--- config.mk ---
export PLATFORM = sky130hd
export DESIGN_NAME = bdd_lane
export DESIGN_NICKNAME = d
export VERILOG_FILES = /design/src/bdd_pkg.sv /design/src/bdd_lane.sv
export SDC_FILE = /design/constraint.sdc
export NUM_CORES = 1
export LEC_CHECK = 0
export BUFFER_PORTS_ARGS = -buffer_cell sky130_fd_sc_hd__buf_2
export CORE_MARGIN = 1
export CORE_UTILIZATION = 35
export DETAILED_ROUTE_END_ITERATION = 10
export PLACE_DENSITY_LB_ADDON = 0.25
export SLEW_MARGIN = 0
export SYNTH_ARGS = -nofsm -noshare
export SYNTH_HDL_FRONTEND = slang
export SYNTH_SLANG_ARGS = --single-unit
--- constraint.sdc ---
create_clock -name vclk -period 6.98
set_input_delay 0.698 -clock vclk [all_inputs]
set_output_delay 0.698 -clock vclk [all_outputs]
set_load 0.02 [all_outputs]
--- src/bdd_pkg.sv ---
// Shared constants, types and helpers for the bit-packed dictionary decoder.
// Used by bdd_lane, bdd_merge and bitpacked_dictionary_decoder_top; no dependencies.
`default_nettype none

package bdd_pkg;

  localparam int DICT_ADDR_BITS     = 12;
  localparam int MAX_CODES_PER_WORD = 8;

  localparam int DICT_DEPTH  = 1 << DICT_ADDR_BITS;
  localparam int LANE_IDX_W  = (MAX_CODES_PER_WORD > 1) ? $clog2(MAX_CODES_PER_WORD) : 1;
  localparam int CNT_W       = $clog2(MAX_CODES_PER_WORD + 1);
  localparam int WORD_W      = 16;
  localparam int NARROW_W    = 8;
  localparam int NARROW_FS   = 4;
  localparam int FS_W        = 5;
  localparam int FS_MAX      = 16;
  localparam int REQ_W       = 4;
  localparam int INDEX_IN_W  = 12;
  localparam int DATA_W      = 32;
  localparam int POS_W       = 32;
  localparam int FS_RESET    = 8;

  localparam logic CMD_LOAD   = 1'b0;
  localparam logic CMD_DECODE = 1'b1;

  localparam logic REG_FIELD_SIZE = 1'b0;
  localparam logic REG_START_POS  = 1'b1;

  // One decode job as handed from the lanes to the merging stage.
  typedef struct packed {
    logic [MAX_CODES_PER_WORD-1:0][DICT_ADDR_BITS-1:0] addr;
    logic [MAX_CODES_PER_WORD-1:0]                     oob;
    logic [CNT_W-1:0]                                  cnt;
  } job_t;

  // Codes per word for an effective field size, clipped to the lane count,
  // then the requested count clipped to that.
  function automatic logic [CNT_W-1:0] sat_count(input logic [FS_W-1:0] fs,
                                                 input logic [REQ_W-1:0] req);
    logic [REQ_W-1:0] cap;
    cap = 4'd1;
    case (fs) inside
      5'd1:          cap = 4'd8;
      5'd2:          cap = 4'd4;
      [5'd3:5'd4]:   cap = 4'd2;
      5'd5:          cap = 4'd3;
      [5'd6:5'd8]:   cap = 4'd2;
      default:       cap = 4'd1;
    endcase
    if (cap > REQ_W'(MAX_CODES_PER_WORD)) begin
      cap = REQ_W'(MAX_CODES_PER_WORD);
    end
    return (req > cap) ? CNT_W'(cap) : CNT_W'(req);
  endfunction

endpackage

`default_nettype wire

--- src/bdd_lane.sv ---
// One extraction lane: pulls the code of its slot out of the packed word.
// Depends on bdd_pkg.
`default_nettype none

module bdd_lane (
  input  wire logic [bdd_pkg::WORD_W-1:0]         word_i,
  input  wire logic [bdd_pkg::FS_W-1:0]           fs_i,
  input  wire logic [bdd_pkg::LANE_IDX_W-1:0]     lane_i,
  output logic      [bdd_pkg::DICT_ADDR_BITS-1:0] addr_o,
  output logic                                    oob_o
);

  localparam int SHIFT_W = bdd_pkg::LANE_IDX_W + bdd_pkg::FS_W;

  logic [SHIFT_W-1:0]            shift;
  logic [bdd_pkg::WORD_W:0]      mask;
  logic [bdd_pkg::WORD_W-1:0]    code;

  always_comb begin
    shift  = SHIFT_W'(lane_i) * SHIFT_W'(fs_i);
    mask   = ((bdd_pkg::WORD_W+1)'(1) << fs_i) - (bdd_pkg::WORD_W+1)'(1);
    code   = (word_i >> shift) & mask[bdd_pkg::WORD_W-1:0];
    // codes past the store read as zero downstream
    oob_o  = |(code >> bdd_pkg::DICT_ADDR_BITS);
    addr_o = code[bdd_pkg::DICT_ADDR_BITS-1:0];
  end

endmodule

`default_nettype wire

### Yosys cells after proc, flatten, opt, wreduce, memory -nomap -nowiden

Index checks and enable logic that the tools add are counted.

* bits in registers: 0
* input bits: 24
* word-level logic and storage cells: 6

* add/sub/neg operators: 1
* $mul: 1
* shift operators: 2
* bitwise logic cells: 1
* reductions and logical operators: 1

Operator list (number)
* $and 16x16->16: 1
* $shl 1x5->16 const A: 1
* $shr 16x8->16: 1
* $sub 16x2->16 const B: 1
* $mul 3x5->8: 1
* $reduce_or 4->1: 1

### Longest topological paths before layout

Gate-level depths: netlist (run 1).

* depth in word-level cells: 4
* mapped depth: 11
* depth with buffers taken out: 9

### Worst setup path after synthesis (run 1)

Ideal clock, no wire load.

* path kind: input -> output
* start point: input fs_i[2] in the netlist's numbering
* end point: output addr_o[5] in the netlist's numbering
* arrival time: 4.017 ns
* slack: 2.265 ns
* stages: 11
* path buffers: 3
* cells stage by stage: clkbuf_1 clkbuf_1 nand2_1 fa_1 inv_1 ha_1 fa_1 clkbuf_1 o21ai_0 o31ai_1 a2111oi_0

* longest elaborated chain between the ends: 3
* elaborated cells on any way between the ends: 5
* classes of those cells: add/sub: 1; mul: 1; shift: 2; bitwise: 1

Ends and longest elaborated chain
* start: declaration: line bdd_lane.sv:7 `input wire logic [bdd_pkg::FS_W-1:0] fs_i,`
* $mul 3x5->8 or $shl 1x5->16 (tied branches): line bdd_lane.sv:20, bdd_lane.sv:21
* $shr 16x8->16 or $sub 16x2->16 (tied branches): line bdd_lane.sv:22, bdd_lane.sv:21
* $and 16x16->16 *: line bdd_lane.sv:22 `code = (word_i >> shift) & mask[bdd_pkg::WORD_W-1:0];`
* end: declaration: line bdd_lane.sv:9 `output logic [bdd_pkg::DICT_ADDR_BITS-1:0] addr_o,`

Mark *: on every way between the ends. The rest lies on a longest branch, timed or not.

### Worst setup path after layout (run 1)

* start point: input fs_i[0] in the netlist's numbering
* end point: output addr_o[5] in the netlist's numbering

Same word-level chain as after synthesis.

==> run metrics, run 1 <==
total grt overflow 0; Worst-Margin Slew 0.6970 ns; Top delay family on crit path adder cells; Fmax 0.2150 GHz; Final Max Tran Viols 0; total core area 3716 sq um; crit path kind primary input to output pin; CTS Hold Bufs 0; setup_tns 0 ns; Worst IR Drop VDD 0.04455 mV; Mapped Area 1369 sq um; Max-slew headroom 53.54%; Final Critical Period 4.651 ns; RSZ-0062 raised after global routing false; DR vias 1,461; synth unique cells 48; cts repair resizes 0; wire per inst 14.97 um; commonest non-fill, non-tap cell in the layout buf_2; Worst EP arrival 3.95 ns; slowest stage delay, CP 0.77 ns; Area Growth Syn to Fin 10.97%; max_cap viols 0; Hold Fails Final Rpt 0; die area 4165 sq um; Hold Path Depth 4; Final nets 244; count of final setup violators 0; worst hold slack 1.891 ns; # rows 22; DRC Markers 0; biggest area consumer among synthesized cells mux2i_1; Tot Pwr 0.1528 mW; Area contributors post-synth mux2i_1 19%, ha_1 7.3%, fa_1 5.9%; first-pass GRT wire length 6223 um; Crit path required time 6.28 ns; Antenna diodes 0; worst min-delay path endpoint addr_o[10]; PwrDens 100.6 nW/um^2; crit path buf inv count 4; leak pwr 0.7540 nW; placed inst area 1519 sq um; final core occ 40.88%; clkbuf count 0; num ports 37; Die Wd 64.54 um; register area share after synthesis 0%; First-pass DRT Iterations 4; Hold Startpoint fs_i[3]; initial antenna violation count 0; fin crit share 66.64%; Routed Antenna Nets 0; GPL Wtd Cong 0.8169; Syn Area/Cell 7.359 sq um; type of origin of the critical path primary input; status finished clean; critical path endpoint category output pin; post-detail-place hpwl 3027 um; vias in the first global route 1,330; Synth warnings 0; crit path max fanout 17; routed wire length 3802 um; port bufs 37; Starting Density 36.84%; most frequent cells in the layout 37 x buf_2, 26 x mux2i_1, 18 x nand2_1; layout cells sized above 1 23.30%; crit-path cells buf_2 -> nand2_1 -> fa_1 -> inv_1 -> ha_1 -> fa_1 -> clkinv_1 -> nand2_1 -> nor2_1 -> a2111oi_0 -> buf_2; Synth Net Count 222; vias per cell 5.752; Die Y 64.54 um; GRT Util Overall 18.23%; largest net degree at the start of global routing 22; post-CTS setup buffers 0; number of sequential cells 0; Hold WC Path Type primary input to output pin; register area 0 sq um; slowest CP cell fa_1; DRT iter0 DRCs 49; Synth top area share 19.01%; Synth Instances 186; Design Area, Final 1519 sq um
[power by group]
group          switching, mW  leakage (nW)  total (mW)  internal [mW]
clock                      0             0           0              0
combinational         0.0926         0.754       0.153         0.0601
sequential                 0             0           0              0
total                 0.0926         0.754       0.153         0.0601
[area by class of cell]
class	instances	area, sq um
fillers	403	2197
multi-input cells	159	1236
repair buffers	37	185.2
well taps	48	60.06
inverters	10	37.54
[cell usage after synthesis, types with 2 or more instances]
master,instances
and3_1,5
nand2_1,18
a2111oi_2,3
nor2_1,10
nor3_1,8
o21ai_0,10
a21oi_1,11
nand3b_1,3
or3_1,4
mux4_2,2
clkbuf_1,8
mux2i_1,26
mux2_2,3
o31ai_1,2
nand3_1,3
buf_2,6
fa_1,4
ha_1,8
a311oi_1,2
a211oi_1,5
and2_1,9
inv_1,9
nand2b_1,2
[per-stage QoR]
step | std cells | setup WS, ns
after floorplan | 186 | 2.265
after global placement | 254 | 2.415
after detailed placement | 254 | 2.382
after CTS | 254 | 2.364
after global routing | 254 | 1.958
final | 254 | 2.329
[cell families (layout without fill, tap and decap cells)]
family	count (synthesis)	count (layout)	share of synthesized area (%)
simple gates	69	69	26.69
compound gates	45	45	23.13
mux	32	32	26.69
buf+inv	27	47	9.689
fa+ha+maj	12	12	13.16
xor+xnor	1	1	0.6400
[worst max-delay path by stage]
stage	slack [ns]	depth (start not counted)	end	startpoint
after floorplan	2.26	11	addr_o[5]	fs_i[2]
after global placement	2.41	11	addr_o[5]	fs_i[0]
after detailed placement	2.38	11	addr_o[5]	fs_i[0]
after CTS	2.36	11	addr_o[5]	fs_i[0]
after global routing	1.96	11	addr_o[5]	fs_i[0]
final	2.33	11	addr_o[5]	fs_i[0]
[routing by layer]
layer	part of all wire, %	global-route usage, %	wire (um)
met5	0	0	0
met4	0	0.5556	0
met3	3.3	0.3521	126
met2	47	30.39	1797
met1	49	27.30	1879
Note: power is estimated with default switching activity, not from simulation.
==> inputs of run 2 (changes only) <==
- clock period: 6.98 -> 4.8 ns (I/O delays scaled with it)
==> run 2 against run 1 <==
Count of clock-buffer cells in the layout unchanged. Final area up 0.49%. Die area did not move. Core utilization is 0.20 points higher. Routed wire length hardly changed. Sequential share of layout area did not move. Worst hold slack worse by 0.45 ns. Power grew 47%. Critical path type unchanged. Via count rose by 1.4%.
==> run metrics, run 2 (synthesis results as in run 1) <==
status finished clean (unchanged); port bufs 37 (unchanged); max_cap viols 0 (unchanged); Worst IR Drop VDD 0.06558 mV (was 0.04455 mV); Crit path required time 4.32 ns (was 6.28 ns); critical path endpoint category output pin (unchanged); commonest non-fill, non-tap cell in the layout buf_2 (unchanged); Post-Layout Cell Count 255 (was 254); Hold WC Path Type primary input to output pin (unchanged); post-detail-place hpwl 3026 um (was 3027 um); number of sequential cells 0 (unchanged); worst min-delay path endpoint addr_o[10] (unchanged); Hold Startpoint fs_i[3] (unchanged); crit-path cells buf_2 -> nand2_1 -> fa_1 -> inv_1 -> ha_1 -> fa_1 -> and3_1 -> o21ai_1 -> nand2b_1 -> a311oi_1 -> buf_2 (was buf_2 -> nand2_1 -> fa_1 -> inv_1 -> ha_1 -> fa_1 -> clkinv_1 -> nand2_1 -> nor2_1 -> a2111oi_0 -> buf_2); PwrDens 147.5 nW/um^2 (was 100.6 nW/um^2); First-pass DRT Iterations 4 (unchanged); final core occ 41.08% (was 40.88%); first-pass GRT wire length 6244 um (was 6223 um); DR vias 1,482 (was 1,461); GRT Util Overall 18.28% (was 18.23%); Design Area, Final 1526 sq um (was 1519 sq um); setup_tns 0 ns (unchanged); Starting Density 36.84% (unchanged); Final Critical Period 3.929 ns; Max-slew headroom 50.98% (was 53.54%); largest net degree at the start of global routing 22 (unchanged); wire per inst 14.92 um (was 14.97 um); Tot Pwr 0.2252 mW (was 0.1528 mW); fin crit share 81.85%; Antenna diodes 0 (unchanged); count of final setup violators 0 (unchanged); type of origin of the critical path primary input (unchanged); Worst-Margin Slew 0.7304 ns (was 0.6970 ns); die area 4165 sq um (unchanged); Fmax 0.2545 GHz; total grt overflow 0 (unchanged); leak pwr 0.7588 nW (was 0.7540 nW); slowest CP cell o21ai_1 (was fa_1); Top delay family on crit path adder cells (unchanged); total core area 3716 sq um (unchanged); Die Wd 64.54 um (unchanged); crit path kind primary input to output pin (unchanged); Hold Fails Final Rpt 0 (unchanged); most frequent cells in the layout 37 x buf_2, 26 x mux2i_1, 18 x nand2_1 (unchanged); Worst EP arrival 3.45 ns (was 3.95 ns); crit path max fanout 17 (unchanged); slowest stage delay, CP 0.59 ns (was 0.77 ns); layout cells sized above 1 23.67% (was 23.30%); GPL Wtd Cong 0.8024 (was 0.8169); cts repair resizes 0 (unchanged); clkbuf count 0 (unchanged); num ports 37 (unchanged); initial antenna violation count 0 (unchanged); crit path buf inv count 3 (was 4); Final Max Tran Viols 0 (unchanged); fillcell total 417 (was 403); Routed Antenna Nets 0 (unchanged); Die Y 64.54 um (unchanged); placed inst area 1526 sq um (was 1519 sq um); vias per cell 5.812 (was 5.752); DRT iter0 DRCs 44 (was 49); Area Growth Syn to Fin 11.52% (was 10.97%); post-CTS setup buffers 0 (unchanged); Hold Path Depth 4 (unchanged); # rows 22 (unchanged); DRC Markers 0 (unchanged); vias in the first global route 1,314 (was 1,330); Cells after DPL 255 (was 254); register area 0 sq um (unchanged); routed wire length 3804 um (was 3802 um); RSZ-0062 raised after global routing false (unchanged); Final nets 245 (was 244); CTS Hold Bufs 0 (unchanged)
run 2: cell types whose count changed in the layout (fill, tap and decap cells not counted):
cell,before,now
buf_4,0,1
run 2: power breakdown:
part	leakage (nW)	internal (mW)	total, mW	switching [mW]
Clock	0	0	0	0
Sequential	0	0	0	0
Combinational	0.759	0.0890	0.225	0.136
Total	0.759	0.0890	0.225	0.136
run 2: how the worst max path moves through the flow:
stage | from | depth (start not counted) | end
3_3_place_gp | fs_i[0] | 11 | oob_o
2_1_floorplan | fs_i[2] | 11 | addr_o[5]
5_1_grt | fs_i[0] | 10 | addr_o[0]
6_report | fs_i[0] | 11 | oob_o
3_5_place_dp | fs_i[0] | 11 | oob_o
4_1_cts | fs_i[0] | 10 | addr_o[0]
run 2: per-stage QoR:
step,hold WS (ns),setup slack (ns)
detailed placement,1.444,0.8976
global placement,1.445,0.9197
global route,1.479,0.6022
finish,1.438,0.8711
floorplan,1.289,0.5209
CTS,1.441,0.8906
run 2: metal layers:
metal / share of wire (%) / global-route usage [%] / vias to the layer above
met5: 0 / 0 / -
met4: 1.1 / 2.500 / 0
met3: 4.1 / 0.7042 / 5
met2: 46 / 30.13 / 32
met1: 49 / 26.69 / 709
li1: - / - / 736
run 2: tightest hold or removal path, delay by kind of cell:
family | cells | cell delay (ns)
simple gates | 1 | 0.08
buf+inv | 2 | 0.34
compound gates | 1 | 0.06
run 2: cell type report:
type / count / area [sq um] / share of cell area [%]
repair buffers: 38 / 192.7 / 12.62
inverters: 10 / 37.54 / 2.459
multi-input cells: 159 / 1236 / 80.98
well taps: 48 / 60.06 / 3.934
==> inputs of run 3 (changes only) <==
- ABC_AREA: unset -> 1
- clock period: 4.8 -> 4 ns (I/O delays scaled with it)
==> run 3 against run 2 <==
Worst hold slack got worse by 0.091 ns. Via count grew 30%. Combinational power is 75% higher. Largest power group unchanged. Final area rose by 8.0%. Global-route usage rose by 1.3 points. Power rose by 75%. Highest routed layer unchanged. Flip-flop and latch count did not move. Area after synthesis rose by 7.8%. First-iteration DRC count rose to 4.3 times the previous value. Cell count is 45% higher. Routed wire length grew 14%. Worst setup slack got worse by 0.62 ns.
==> run metrics, run 3 <==
PwrDens 239.0 nW/um^2 (was 147.5 nW/um^2); Synth warnings 0 (unchanged); Max-slew headroom 60.20% (was 50.98%); clkbuf count 0 (unchanged); Hold Path Depth 6 (was 4); Final Critical Period 3.744 ns; die area 4478 sq um (was 4165 sq um); layout cells sized above 1 14.42% (was 23.67%); DRT iter0 DRCs 188 (was 44); type of origin of the critical path primary input (unchanged); Mapped Area 1475 sq um (was 1369 sq um); DR vias 1,933 (was 1,482); register area share after synthesis 0% (unchanged); Worst IR Drop VDD 0.07402 mV (was 0.06558 mV); Post-Layout Cell Count 369 (was 255); commonest cells in the netlist 97 x nand2_1, 41 x nand3_1, 39 x nor2_1 (was 26 x mux2i_1, 18 x nand2_1, 11 x a21oi_1); fin crit share 93.60%; Fmax 0.2671 GHz; Synth top area share 24.68% (was 19.01%); Crit path required time 3.60 ns (was 4.32 ns); CTS Hold Bufs 0 (unchanged); # rows 23 (was 22); crit path kind primary input to output pin (unchanged); crit path max fanout 28 (was 17); count of final setup violators 0 (unchanged); Area contributors post-synth nand2_1 25%, nand3_1 14%, nand4_1 12% (was mux2i_1 19%, ha_1 7.3%, fa_1 5.9%); slowest stage delay, CP 0.53 ns (was 0.59 ns); register area 0 sq um (unchanged); routed wire length 4345 um (was 3804 um); Die Wd 66.92 um (was 64.54 um); setup_tns 0 ns (unchanged); Synth Net Count 329 (was 222); Hold Fails Final Rpt 0 (unchanged); max_cap viols 0 (unchanged); First-pass DRT Iterations 6 (was 4); CP dominant cell by count nand2_1; Syn Area/Cell 5.035 sq um (was 7.359 sq um); DRC Markers 0 (unchanged); post-CTS setup buffers 0 (unchanged); num ports 37 (unchanged); number of sequential cells 0 (unchanged); vias in the first global route 1,570 (was 1,314); cts repair resizes 0 (unchanged); total grt overflow 0 (unchanged); Worst EP arrival 3.34 ns (was 3.45 ns); Hold WC Path Type primary input to output pin (unchanged); GPL Wtd Cong 0.9161 (was 0.8024); Tot Pwr 0.3941 mW (was 0.2252 mW); Synth Instances 293 (was 186); Die Y 66.92 um (was 64.54 um); count leader, synth nand2_1 (was mux2i_1); wire per inst 11.78 um (was 14.92 um); Hold Startpoint fs_i[4] (was fs_i[3]); Cells after DPL 369 (was 255); crit path buf inv count 3 (unchanged); Final Max Tran Viols 0 (unchanged); Worst-Margin Slew 0.5948 ns (was 0.7304 ns); commonest non-fill, non-tap cell in the layout nand2_1 (was buf_2); vias per cell 5.238 (was 5.812); Top delay family on crit path simple AND/OR/NAND/NOR gates (was adder cells); status finished clean (unchanged); biggest area consumer among synthesized cells nand2_1 (was mux2i_1); worst hold slack 1.347 ns (was 1.438 ns); total core area 4029 sq um (was 3716 sq um); leak pwr 0.9621 nW (was 0.7588 nW); slowest CP cell fa_1 (was o21ai_1); initial antenna violation count 0 (unchanged); largest net degree at the start of global routing 29 (was 22); synth unique cells 29 (was 48); RSZ-0062 raised after global routing false (unchanged); worst min-delay path endpoint oob_o (was addr_o[10]); most frequent cells in the layout 97 x nand2_1, 41 x nand3_1, 39 x nor2_1 (was 37 x buf_2, 26 x mux2i_1, 18 x nand2_1); critical path endpoint category output pin (unchanged); first-pass GRT wire length 7010 um (was 6244 um); GRT Util Overall 19.60% (was 18.28%); DP Worst Slack 0.2611 ns (was 0.8976 ns); post-detail-place hpwl 3513 um (was 3026 um); crit-path cells buf_2 -> nand2_1 -> fa_1 -> inv_1 -> ha_1 -> fa_1 -> nor2_1 -> nand2_1 -> nand2_2 -> nand4_1 -> a21oi_1 -> nand2_1 -> nand2_1 -> nand2_1 -> nor2_1 -> buf_2 (was buf_2 -> nand2_1 -> fa_1 -> inv_1 -> ha_1 -> fa_1 -> and3_1 -> o21ai_1 -> nand2b_1 -> a311oi_1 -> buf_2); Antenna diodes 0 (unchanged); port bufs 37 (unchanged); Area Growth Syn to Fin 11.79% (was 11.52%); Final nets 357 (was 245); Starting Density 36.61% (was 36.84%); Routed Antenna Nets 0 (unchanged); Setup WS post-layout 0.2561 ns (was 0.8711 ns)
-- run 3: logic make-up (layout without fill, tap and decap cells) --
group | after synthesis | after routing | synth area share, %
adders and majority gates | 12 | 12 | 12.21
xor gates and xnor gates | 3 | 3 | 1.781
and+or+nand+nor | 212 | 212 | 63.36
buffers and inverters | 48 | 74 | 14.93
AOI/OAI and AO/OA | 18 | 18 | 7.719
-- run 3: layer usage --
layer  GRT usage, %  wire length [um]  vias up
met2          31.19              1900       70
met3         0.5137               245        4
li1               -                 -     1017
met5              0                 0        -
met1          29.54              2165      842
met4          2.394                34        0
-- run 3: where the power goes --
| group | total [mW] | switching [mW] | internal [mW] | leakage, nW |
|---|---|---|---|---|
| logic | 0.394 | 0.265 | 0.129 | 0.962 |
| clock network | 0 | 0 | 0 | 0 |
| registers | 0 | 0 | 0 | 0 |
-- run 3: layout make-up --
cell class	count	area (sq um)
Fill cell	475	2380
Inverter	35	131.4
Multi-Input combinational cell	245	1255
Tap cell	50	62.56
Timing Repair Buffer	39	200.2
-- run 3: how the worst max path moves through the flow --
stage | start | endpoint | slack (ns) | cells past startpoint
2_1_floorplan | fs_i[0] | addr_o[8] | 0.68 | 14
3_3_place_gp | fs_i[0] | addr_o[10] | 0.34 | 16
3_5_place_dp | fs_i[0] | addr_o[10] | 0.26 | 16
4_1_cts | fs_i[0] | addr_o[10] | 0.26 | 16
5_1_grt | fs_i[0] | addr_o[10] | 0.03 | 16
6_report | fs_i[0] | addr_o[10] | 0.26 | 16
-- run 3: metrics by stage --
stage                     util (%)  instance area, sq um
final                        40.93                  1649
after global routing         40.93                  1649
after CTS                    40.93                  1649
after detailed placement     40.93                  1649
after global placement       40.93                  1649
after floorplan                  -                  1475
